File: config.mk
export PLATFORM = sky130hd
export DESIGN_NAME = crd_sqrt_cell
export DESIGN_NICKNAME = d
export VERILOG_FILES = /design/src/camera_ray_direction_core_macros.svh /design/src/crd_pkg.sv /design/src/crd_sqrt_cell.sv
export SDC_FILE = /design/constraint.sdc
export NUM_CORES = 1
export LEC_CHECK = 0
export BUFFER_PORTS_ARGS = -buffer_cell sky130_fd_sc_hd__buf_2
export CORE_MARGIN = 1.5
export CORE_UTILIZATION = 53
export DETAILED_ROUTE_END_ITERATION = 8
export HOLD_SLACK_MARGIN = 0.06
export PLACE_DENSITY = 0.79
export SLEW_MARGIN = 20
export SYNTH_ARGS = -nofsm -noshare
export SYNTH_HDL_FRONTEND = slang
export SYNTH_SLANG_ARGS = --single-unit
File: constraint.sdc
create_clock -name clock -period 6.1 [get_ports clock]
set_clock_uncertainty 0.1 [all_clocks]
set_input_delay 0.915 -clock clock [delete_from_list [all_inputs] [get_ports clock]]
set_output_delay 0.915 -clock clock [all_outputs]
set_load 0.1 [all_outputs]
File: src/camera_ray_direction_core_macros.svh
// assertion macros used by the ray direction core
`ifndef CAMERA_RAY_DIRECTION_CORE_MACROS_SVH
`define CAMERA_RAY_DIRECTION_CORE_MACROS_SVH

// condition implies consequence in the same cycle
`define CRD_ASSERT_IMP(label, clk, rst, cond, cons, msg) \
   label: assert property (@(posedge clk) disable iff (rst) (cond) |-> (cons)) \
      else $error(msg);

// condition implies consequence in the following cycle
`define CRD_ASSERT_NEXT(label, clk, rst, cond, cons, msg) \
   label: assert property (@(posedge clk) disable iff (rst) (cond) |=> (cons)) \
      else $error(msg);

`endif

File: src/crd_pkg.sv
package crd_pkg;

   localparam int MaxDim = 4096;
   localparam int DimW = $clog2(MaxDim) + 1;
   localparam int PixW = 12;
   localparam int JitW = 8;
   localparam int CoefW = 16;
   localparam int RowW = 48;
   localparam int FocW = 24;
   localparam int CsrW = 48;
   localparam int CsrIdxW = 3;
   localparam int VecW = 26;
   localparam int ProdW = VecW + CoefW;
   localparam int RotW = ProdW + 2;
   localparam int MagW = RotW;
   localparam int NrmW = 31;
   localparam int SumW = 64;
   localparam int RootW = 32;
   localparam int DirW = 16;
   localparam int QuoW = 15;
   // scaled magnitude plus half the norm can carry into one more bit
   localparam int QuoNumW = NrmW + 15;
   // sqrt cells: one result bit each
   localparam int SqrtCells = RootW;
   // divide cells: one quotient bit each
   localparam int DivCells = QuoW;

   localparam logic [CsrIdxW-1:0] RegRowX = 3'd0;
   localparam logic [CsrIdxW-1:0] RegRowY = 3'd1;
   localparam logic [CsrIdxW-1:0] RegRowZ = 3'd2;
   localparam logic [CsrIdxW-1:0] RegFocal = 3'd3;
   localparam logic [CsrIdxW-1:0] RegWidth = 3'd4;
   localparam logic [CsrIdxW-1:0] RegHeight = 3'd5;

   typedef struct packed {
      logic [PixW-1:0] pixel_x;
      logic [PixW-1:0] pixel_y;
      logic [JitW-1:0] jitter_x;
      logic [JitW-1:0] jitter_y;
   } req_type;

   typedef struct packed {
      logic signed [DirW-1:0] dir_x;
      logic signed [DirW-1:0] dir_y;
      logic signed [DirW-1:0] dir_z;
      logic degenerate;
   } rsp_type;

   // data carried along the sqrt cells
   typedef struct packed {
      logic [SumW-1:0] rem;
      logic [RootW-1:0] root;
      logic [2:0][NrmW-1:0] mag;
      logic [2:0] neg;
      logic degen;
   } sqrt_word_type;

   // data carried along the divide cells
   typedef struct packed {
      logic [2:0][QuoNumW-1:0] rem;
      logic [2:0][QuoW-1:0] quo;
      logic [RootW-1:0] den;
      logic [2:0] neg;
      logic degen;
   } div_word_type;

endpackage

File: src/crd_sqrt_cell.sv
module crd_sqrt_cell
   import crd_pkg::*;
(
   input  logic clock,
   input  logic stall,
   input  logic [5:0] shift,
   input  sqrt_word_type word_in,
   output sqrt_word_type word_out
);
   sqrt_word_type word_ff, word_in_c;
   logic [SumW-1:0] trial;

   always_comb begin
      word_in_c = word_in;
      // restoring sqrt step on the bit pair at this cell's weight
      trial = {{(SumW-RootW-2){1'b0}}, word_in.root, 2'b01} << shift;
      if (word_in.rem >= trial) begin
         word_in_c.rem = word_in.rem - trial;
         word_in_c.root = {word_in.root[RootW-2:0], 1'b1};
      end else begin
         word_in_c.root = {word_in.root[RootW-2:0], 1'b0};
      end
   end

   always_ff @(posedge clock) begin
      if (!stall) word_ff <= word_in_c;
   end

   assign word_out = word_ff;
endmodule

# Yosys cells after proc, flatten, opt, wreduce, memory -nomap -nowiden
# Cells that the tools add are included.
dict set report word_totals {
  ramBits 0
  output_inout_bits 193
  elab_cells 12
  romBits 0
  ff_bits 193
  inputBits 201
  latchBits 0
  memories 0
}
dict set report op_classes {
  mux 2
  div 0
  reduce_logical 0
  n_eq_ne 0
  order_cmp 1
  bitwise_logic 0
  shift 1
  n_addsub 1
  mul 0
}
# operator n
set op_table {}
lappend op_table {{$ge 64x64->1} 1}
lappend op_table {{$mux 64} 1}
lappend op_table {{$shl 34x6->64} 1}
lappend op_table {{$sub 64x64->64} 1}
lappend op_table {{$mux 1} 1}

# Depth between registers and ports, before layout
# Gate-level depths: netlist of run 1.
dict set report depth {
  word_depth 3
  depth_mapped 25
  mapped_depth_nobuf 21
}

# Least setup slack after synthesis of run 1
# No wires, ideal clock.
dict set report synth_path {
  path_kind {input-to-reg}
  from {input port shift[0]}
  to {register word_ff, in the netlist word_out[186], data pin}
  path_stages 20
  t_arrival_ns 5.356
  setup_slack_ns 0.380
  n_path_buf 4
  t_required_ns 5.737
  cell_sequence {clkbuf_1 -> buf_1 -> mux4_2 -> a22o_1 -> o21ai_0 -> mux2i_1 -> a22oi_1 -> ha_1 -> buf_2 -> nand4_1 -> or4_1 -> clkbuf_1 -> nor3_1 -> nand4_1 -> a211oi_2 -> nor3_1 -> or3_1 -> o311ai_2 -> xnor2_1 -> o21ai_1}
}
# element line
set synth_rtl {}
lappend synth_rtl {{start: declaration} crd_sqrt_cell.sv:6} ;# input logic [5:0] shift,
lappend synth_rtl {{end signal: assignment} crd_sqrt_cell.sv:26} ;# if (!stall) word_ff <= word_in_c;
lappend synth_rtl {{end: declaration} crd_sqrt_cell.sv:10} ;# sqrt_word_type word_ff, word_in_c;

==> results of run 1 <==
-- where the power goes --
group	internal (uW)	total [uW]	switching (uW)
Sequential	1650	1690	39.1
Clock	596	1190	596
Combinational	551	2450	1900
-- layer usage --
| metal | vias to the layer above | share of wire, % |
|---|---|---|
| li1 | 5599 | - |
| met1 | 5649 | 40 |
| met2 | 657 | 48 |
| met3 | 80 | 8.9 |
| met4 | 0 | 3.3 |
| met5 | - | 0 |
-- layout make-up --
cell class / instances / area share [%]
Multi-Input combinational cell: 996 / 41.5
Timing Repair Buffer: 429 / 14.5
Antenna cell: 4 / 0.0634
Inverter: 29 / 0.737
Clock buffer: 18 / 2.72
Sequential cell: 193 / 36.7
Clock inverter: 14 / 1.21
Tap cell: 319 / 2.53
-- logic make-up (layout without fill, tap and decap cells) --
kind of cell / Yosys count / count (layout)
other: 0 / 4
adder cells (fa/ha/maj): 67 / 67
XOR/XNOR: 58 / 58
flip-flops: 193 / 193
multiplexers: 62 / 62
AO/OA/AOI/OAI: 397 / 397
AND/OR/NAND/NOR: 412 / 412
buffers and inverters: 104 / 490
-- placed cells by master, fill, tap and decap left out, types with 9 or more instances in the layout --
cell type,instances
sky130_fd_sc_hd__a21oi_1,105
sky130_fd_sc_hd__nand4_1,25
sky130_fd_sc_hd__o22ai_1,9
sky130_fd_sc_hd__xor2_1,27
sky130_fd_sc_hd__nand2_1,226
sky130_fd_sc_hd__mux4_2,25
sky130_fd_sc_hd__or3_1,10
sky130_fd_sc_hd__ha_1,66
sky130_fd_sc_hd__buf_2,393
sky130_fd_sc_hd__clkbuf_16,17
sky130_fd_sc_hd__o21a_1,13
sky130_fd_sc_hd__mux2_2,10
sky130_fd_sc_hd__nor2_1,67
sky130_fd_sc_hd__edfxtp_1,193
sky130_fd_sc_hd__nand3_1,15
sky130_fd_sc_hd__nor2b_1,10
sky130_fd_sc_hd__a21o_1,27
sky130_fd_sc_hd__mux2i_1,27
sky130_fd_sc_hd__inv_1,25
sky130_fd_sc_hd__o21bai_1,12
sky130_fd_sc_hd__o21ai_0,151
sky130_fd_sc_hd__xnor2_1,31
sky130_fd_sc_hd__a22oi_1,14
sky130_fd_sc_hd__nor3_1,24
sky130_fd_sc_hd__a211oi_1,12
sky130_fd_sc_hd__buf_4,32
-- how the worst min path moves through the flow --
stage / from / end / slack, ns
2_1_floorplan: word_in[0] / word_out[0] / 0.91
3_3_place_gp: word_in[18] / word_out[18] / 0.99
3_5_place_dp: word_in[44] / word_out[44] / 0.99
4_1_cts: word_in[93] / word_out[93] / 0.53
5_1_grt: word_in[80] / word_out[80] / 0.53
6_report: word_in[93] / word_out[93] / 0.54
-- per-stage QoR --
| stage | power (uW) | std cells | utilization, % | instance area (um^2) |
|---|---|---|---|---|
| 6_report | 5330 | 2002 | 67.0 | 15800 |
| 5_1_grt | 5520 | 2000 | 67.0 | 15800 |
| 4_1_cts | 5310 | 1998 | 67.0 | 15800 |
| 3_5_place_dp | 4140 | 1966 | 64.3 | 15100 |
| 3_3_place_gp | 4120 | 1966 | 64.3 | 15100 |
| 2_1_floorplan | 3630 | 1293 | - | 12800 |
==> run summary, run 1 <==
### Yosys
• Commonest cells post-synth: sky130_fd_sc_hd__nand2_1 (226), sky130_fd_sc_hd__edfxtp_1 (193), sky130_fd_sc_hd__o21ai_0 (151)
• number of nets in the synthesized netlist: 1561
• main combinational cell family by area after synthesis: compound AO/OA/AOI/OAI gates
• share of synthesized flip-flops with an asynchronous set or reset: 0%
• most instantiated flip-flop cell in the synthesis netlist: sky130_fd_sc_hd__edfxtp_1
• fraction of the yosys area taken by sequential cells: 45.4%
• post-synthesis share of cell area spent on full adders, half adders and majority gates: 6.63%
• count of distinct cell types in the synthesized netlist: 70
• EDFF count, synth: 193
• simple-gate portion of the synthesized area: 14.2%
• total standard cell area after synthesis: 12800 um^2
• number of warnings printed during yosys synthesis: 0
• post-synthesis sequential element count: 193
• mux share of post-synthesis cell area: 7.42%
• dominant cells by area after synthesis: sky130_fd_sc_hd__edfxtp_1 (45%), sky130_fd_sc_hd__nand2_1 (6.7%), sky130_fd_sc_hd__ha_1 (6.5%)
• share of the synthesized area in compound gates (AO/OA/AOI/OAI): 19.0%
• average instance area after synthesis: 9.86 um^2
• parity-gate share of the synthesized area counting xor and xnor cells: 3.98%
• library cell occupying the most area in the post-synthesis netlist: sky130_fd_sc_hd__edfxtp_1
• most frequently used cell type in the post-synthesis netlist: sky130_fd_sc_hd__nand2_1
• Cells after Synth: 1293
• fraction of synthesized cell area taken by the top area cell type: 45.4%

### Global routing
• M2 GR Usage: 56.1%
• global-route usage over all layers: 33.5%
• via count of the first global-routing pass: 11169
• GR met3 Demand/Resource: 7.20%
• maximum number of pins on one net before global-route repair: 72
• global-route met1 utilization: 42.7%
• GRT busiest layer: met2
• number of antenna violations at the first check in global routing: 3
• first-pass GRT wire length: 63000 um
• grt ovf: 0

### Layout
• synth-to-layout area growth: 23.7%
• multi-input logic area: 6550 um^2
• share of final-layout standard cells stronger than drive strength 1: 30.5%
• Net count, final: 1934
• Sequential Area: 5800 um^2
• fill cell instance count of the final layout: 1975
• max FFs per register: 193

### Critical path
• family of cells with the greatest summed delay on the critical path: simple AND/OR/NAND/NOR gates
• maximum fanout encountered on the critical timing path: 43
• Setup crit start kind: input port
• number of stages on the worst setup path: 18
• Slowest Stage Delay on Critical Path: 0.61 ns
• CP Data Arrival Time: 5.59 ns
• Setup crit start: shift[0]
• number of buffer and inverter instances along the worst setup path: 4
• critical path capture point type: flop
• chain of cells forming the critical path: buf_2 > buf_12 > mux4_2 > nand2_1 > nand2_1 > o21ai_0 > o21ai_0 > nand2_1 > ha_1 > nand2_1 > or4_4 > or4_1 > o211a_1 > o211ai_2 > a31oi_4 > buf_12 > buf_4 > o21ai_0
• endpoint of the most critical setup path: word_out[137]
• master of the slowest instance on the critical path: sky130_fd_sc_hd__or4_1
• data required time of the worst path: 6.22 ns
• Critical Setup Path Class: in -> reg
• most frequent cell on the critical path: sky130_fd_sc_hd__nand2_1

### Clocking
• count of cells resized by post-cts repair: 0
• root buffer cell: sky130_fd_sc_hd__clkbuf_16
• CTS tree: built
• clock sinks: 193
• number of levels in the clock H-tree: 4
• number of post-CTS setup repair buffers: 0
• buffer depth of the longest clock path: 2
• Num CTS Buffers: 17
• Reg clk slew, reported paths: 0.09 ns
• total of hold buffers inserted after clock tree synthesis: 0

### Floorplan
• vertical extent of the die: 158 um
• placeable core area: 23500 um^2
• number of placed I/O pins: 394
• Die Outline Area: 25000 um^2
• Starting Density: 54.2%
• Site Rows: 56
• x dimension of the die: 158 um

### STA
• worst-case hold slack: 0.535 ns
• slack of the critical path: 0.628 ns
• post-layout minimum cycle time: 5.47 ns
• setup violators final: 0
• worst-case headroom to the max-slew limit: 43.4%
• number of hold-slack violations in the final timing report: 0
• f_max: 0.183 GHz
• number of max-slew violations in the final report: 0
• total negative setup slack: 0 ns
• setup repair after global routing missed its margin: false
• transition time of the tightest slew-check pin: 0.849 ns
• crit share post-route: 89.7%

### Detailed routing
• Residual DRC: 0
• detailed-routing iteration count for the pre-antenna-repair pass: 5
• starting DRC count in detailed routing: 1258
• remaining antenna violation count: 0
• total via count after detailed routing: 11985
• via/cell ratio: 5.99
• final routed wire length divided by cell count: 21.6 um
• Total Routed Length: 43200 um

### Power
• areal power density over the cells: 338 nW/um^2
• maximum VDD drop: 0.000215 V
• total leakage power: 0.00665 uW

### Placement
• routability cong.: 0.969
• worst setup timing slack at the placement stage: 0.313 ns
• sum of net half-perimeters after detailed placement: 33800 um
• Buffers on Ports: 393

### Status
• status: finished, final reports clean

### Min path
• Hold Crit Class: in -> reg
• worst hold path stage count: 1

### Flow run
• max-cap violations: 0

Power figures use the tool's default switching activity.
==> run 2, diff against run 1 <==
--- a/config.mk
+++ b/config.mk
@@ -7,10 +7,10 @@
 export LEC_CHECK = 0
 export BUFFER_PORTS_ARGS = -buffer_cell sky130_fd_sc_hd__buf_2
 export CORE_MARGIN = 1.5
-export CORE_UTILIZATION = 53
+export CORE_UTILIZATION = 32
 export DETAILED_ROUTE_END_ITERATION = 8
 export HOLD_SLACK_MARGIN = 0.06
-export PLACE_DENSITY = 0.79
+export PLACE_DENSITY = 0.51
 export SLEW_MARGIN = 20
 export SYNTH_ARGS = -nofsm -noshare
 export SYNTH_HDL_FRONTEND = slang
==> run summary, run 2 (synthesized netlist as in run 1, its figures left out) <==
### STA
• setup violators final: 0
• transition time of the tightest slew-check pin: 0.839 ns
• total negative setup slack: 0 ns
• worst-case hold slack: 0.523 ns
• f_max: 0.178 GHz
• number of max-slew violations in the final report: 0
• worst-case headroom to the max-slew limit: 44.1%
• crit share post-route: 92.0%
• setup repair after global routing missed its margin: false
• number of hold-slack violations in the final timing report: 0
• post-layout minimum cycle time: 5.61 ns

### Critical path
• Critical Setup Path Class: in -> reg
• Setup crit start: shift[0]
• chain of cells forming the critical path: buf_2 > buf_12 > mux4_2 > mux2i_1 > nand2_1 > o21ai_0 > mux2i_1 > a22oi_1 > ha_1 > buf_4 > nand4_1 > or4_1 > nor3_1 > nand4_1 > a211oi_2 > nor3_1 > or3_1 > o311ai_2 > xnor2_1 > o21ai_1
• critical path capture point type: flop
• CP Data Arrival Time: 5.74 ns
• Setup crit start kind: input port
• master of the slowest instance on the critical path: sky130_fd_sc_hd__or4_1
• maximum fanout encountered on the critical timing path: 22
• family of cells with the greatest summed delay on the critical path: simple AND/OR/NAND/NOR gates
• data required time of the worst path: 6.22 ns
• Slowest Stage Delay on Critical Path: 0.58 ns
• number of buffer and inverter instances along the worst setup path: 3

### Clocking
• buffer depth of the longest clock path: 2
• CTS tree: built
• number of levels in the clock H-tree: 4
• total of hold buffers inserted after clock tree synthesis: 0
• Reg clk slew, reported paths: 0.10 ns
• number of post-CTS setup repair buffers: 0
• count of cells resized by post-cts repair: 0
• clock sinks: 193
• Num CTS Buffers: 17
• root buffer cell: sky130_fd_sc_hd__clkbuf_16

### Floorplan
• x dimension of the die: 203 um
• Starting Density: 32.7%
• placeable core area: 39000 um^2
• Site Rows: 72
• Die Outline Area: 41100 um^2
• vertical extent of the die: 203 um
• number of placed I/O pins: 394

### Detailed routing
• starting DRC count in detailed routing: 626
• total via count after detailed routing: 11756
• Total Routed Length: 46400 um
• final routed wire length divided by cell count: 20.5 um
• Residual DRC: 0
• remaining antenna violation count: 0
• via/cell ratio: 5.20
• detailed-routing iteration count for the pre-antenna-repair pass: 5

### Min path
• launch point of the worst hold path: word_in[59]
• Hold Crit Class: in -> reg

### Global routing
• first-pass GRT wire length: 69100 um
• number of antenna violations at the first check in global routing: 3
• grt ovf: 0
• maximum number of pins on one net before global-route repair: 116
• via count of the first global-routing pass: 11512
• global-route usage over all layers: 22.3%

### Placement
• Buffers on Ports: 393
• placed cell count: 2227
• sum of net half-perimeters after detailed placement: 38300 um
• routability cong.: 0.946

### Layout
• top library cells by usage in the layout, fill and taps aside: sky130_fd_sc_hd__buf_2 (393), sky130_fd_sc_hd__nand2_1 (226), sky130_fd_sc_hd__edfxtp_1 (193)
• share of final-layout standard cells stronger than drive strength 1: 33.0%
• fill cell instance count of the final layout: 3925
• synth-to-layout area growth: 29.2%
• Net count, final: 1996
• max FFs per register: 193
• post-layout instance count excluding filler cells: 2260
• most frequent standard cell in the layout excluding fill and tap cells: sky130_fd_sc_hd__buf_2

### Power
• post-route total power: 5390 uW
• total leakage power: 0.00694 uW
• areal power density over the cells: 327 nW/um^2
• maximum VDD drop: 0.000199 V

### Flow run
• max-cap violations: 0

### Status
• status: finished, final reports clean

==> run 2: report_power, final <==
| group | total, uW | internal (uW) | switching (uW) |
|---|---|---|---|
| Combinational | 2530 | 606 | 1920 |
| Clock | 1170 | 558 | 608 |
| Sequential | 1690 | 1650 | 39.8 |
| Total | 5390 | 2820 | 2570 |
==> run 2: stage by stage <==
step / area, um^2 / setup WS, ns / util, %
final: 16500 / 0.486 / 42.2
after global routing: 16500 / 0.0837 / 42.2
after CTS: 16500 / 0.475 / 42.2
after detailed placement: 15900 / -0.0303 / 40.7
after global placement: 15900 / 0.137 / 40.7
after floorplan: 12800 / 0.380 / -
==> run 2: worst paths after layout <==
| path | end | slack [ns] | depth (start not counted) |
|---|---|---|---|
| max | word_out[186] | 0.49 | 20 |
| min | word_out[59] | 0.52 | 1 |
==> run 2: area by class of cell <==
| type | count | area [um^2] | share of cell area, % |
|---|---|---|---|
| well taps | 518 | 648 | 3.93 |
| multi-input cells | 996 | 6550 | 39.8 |
| repair buffers | 491 | 2750 | 16.7 |
| diodes | 1 | 2.50 | 0.0152 |
| flip-flops and latches | 193 | 5800 | 35.2 |
| clock buffers | 17 | 425 | 2.58 |
| clock inverters | 15 | 185 | 1.12 |
| inverters | 29 | 116 | 0.706 |
==> run 2: per-layer routing <==
| metal | track usage (%) | wire (um) | up-vias |
|---|---|---|---|
| li1 | - | - | 5717 |
| met1 | 28.1 | 19700 | 5545 |
| met2 | 39.3 | 22900 | 433 |
| met3 | 4.13 | 2850 | 57 |
| met4 | 5.71 | 898 | 4 |
| met5 | 0 | 23 | - |
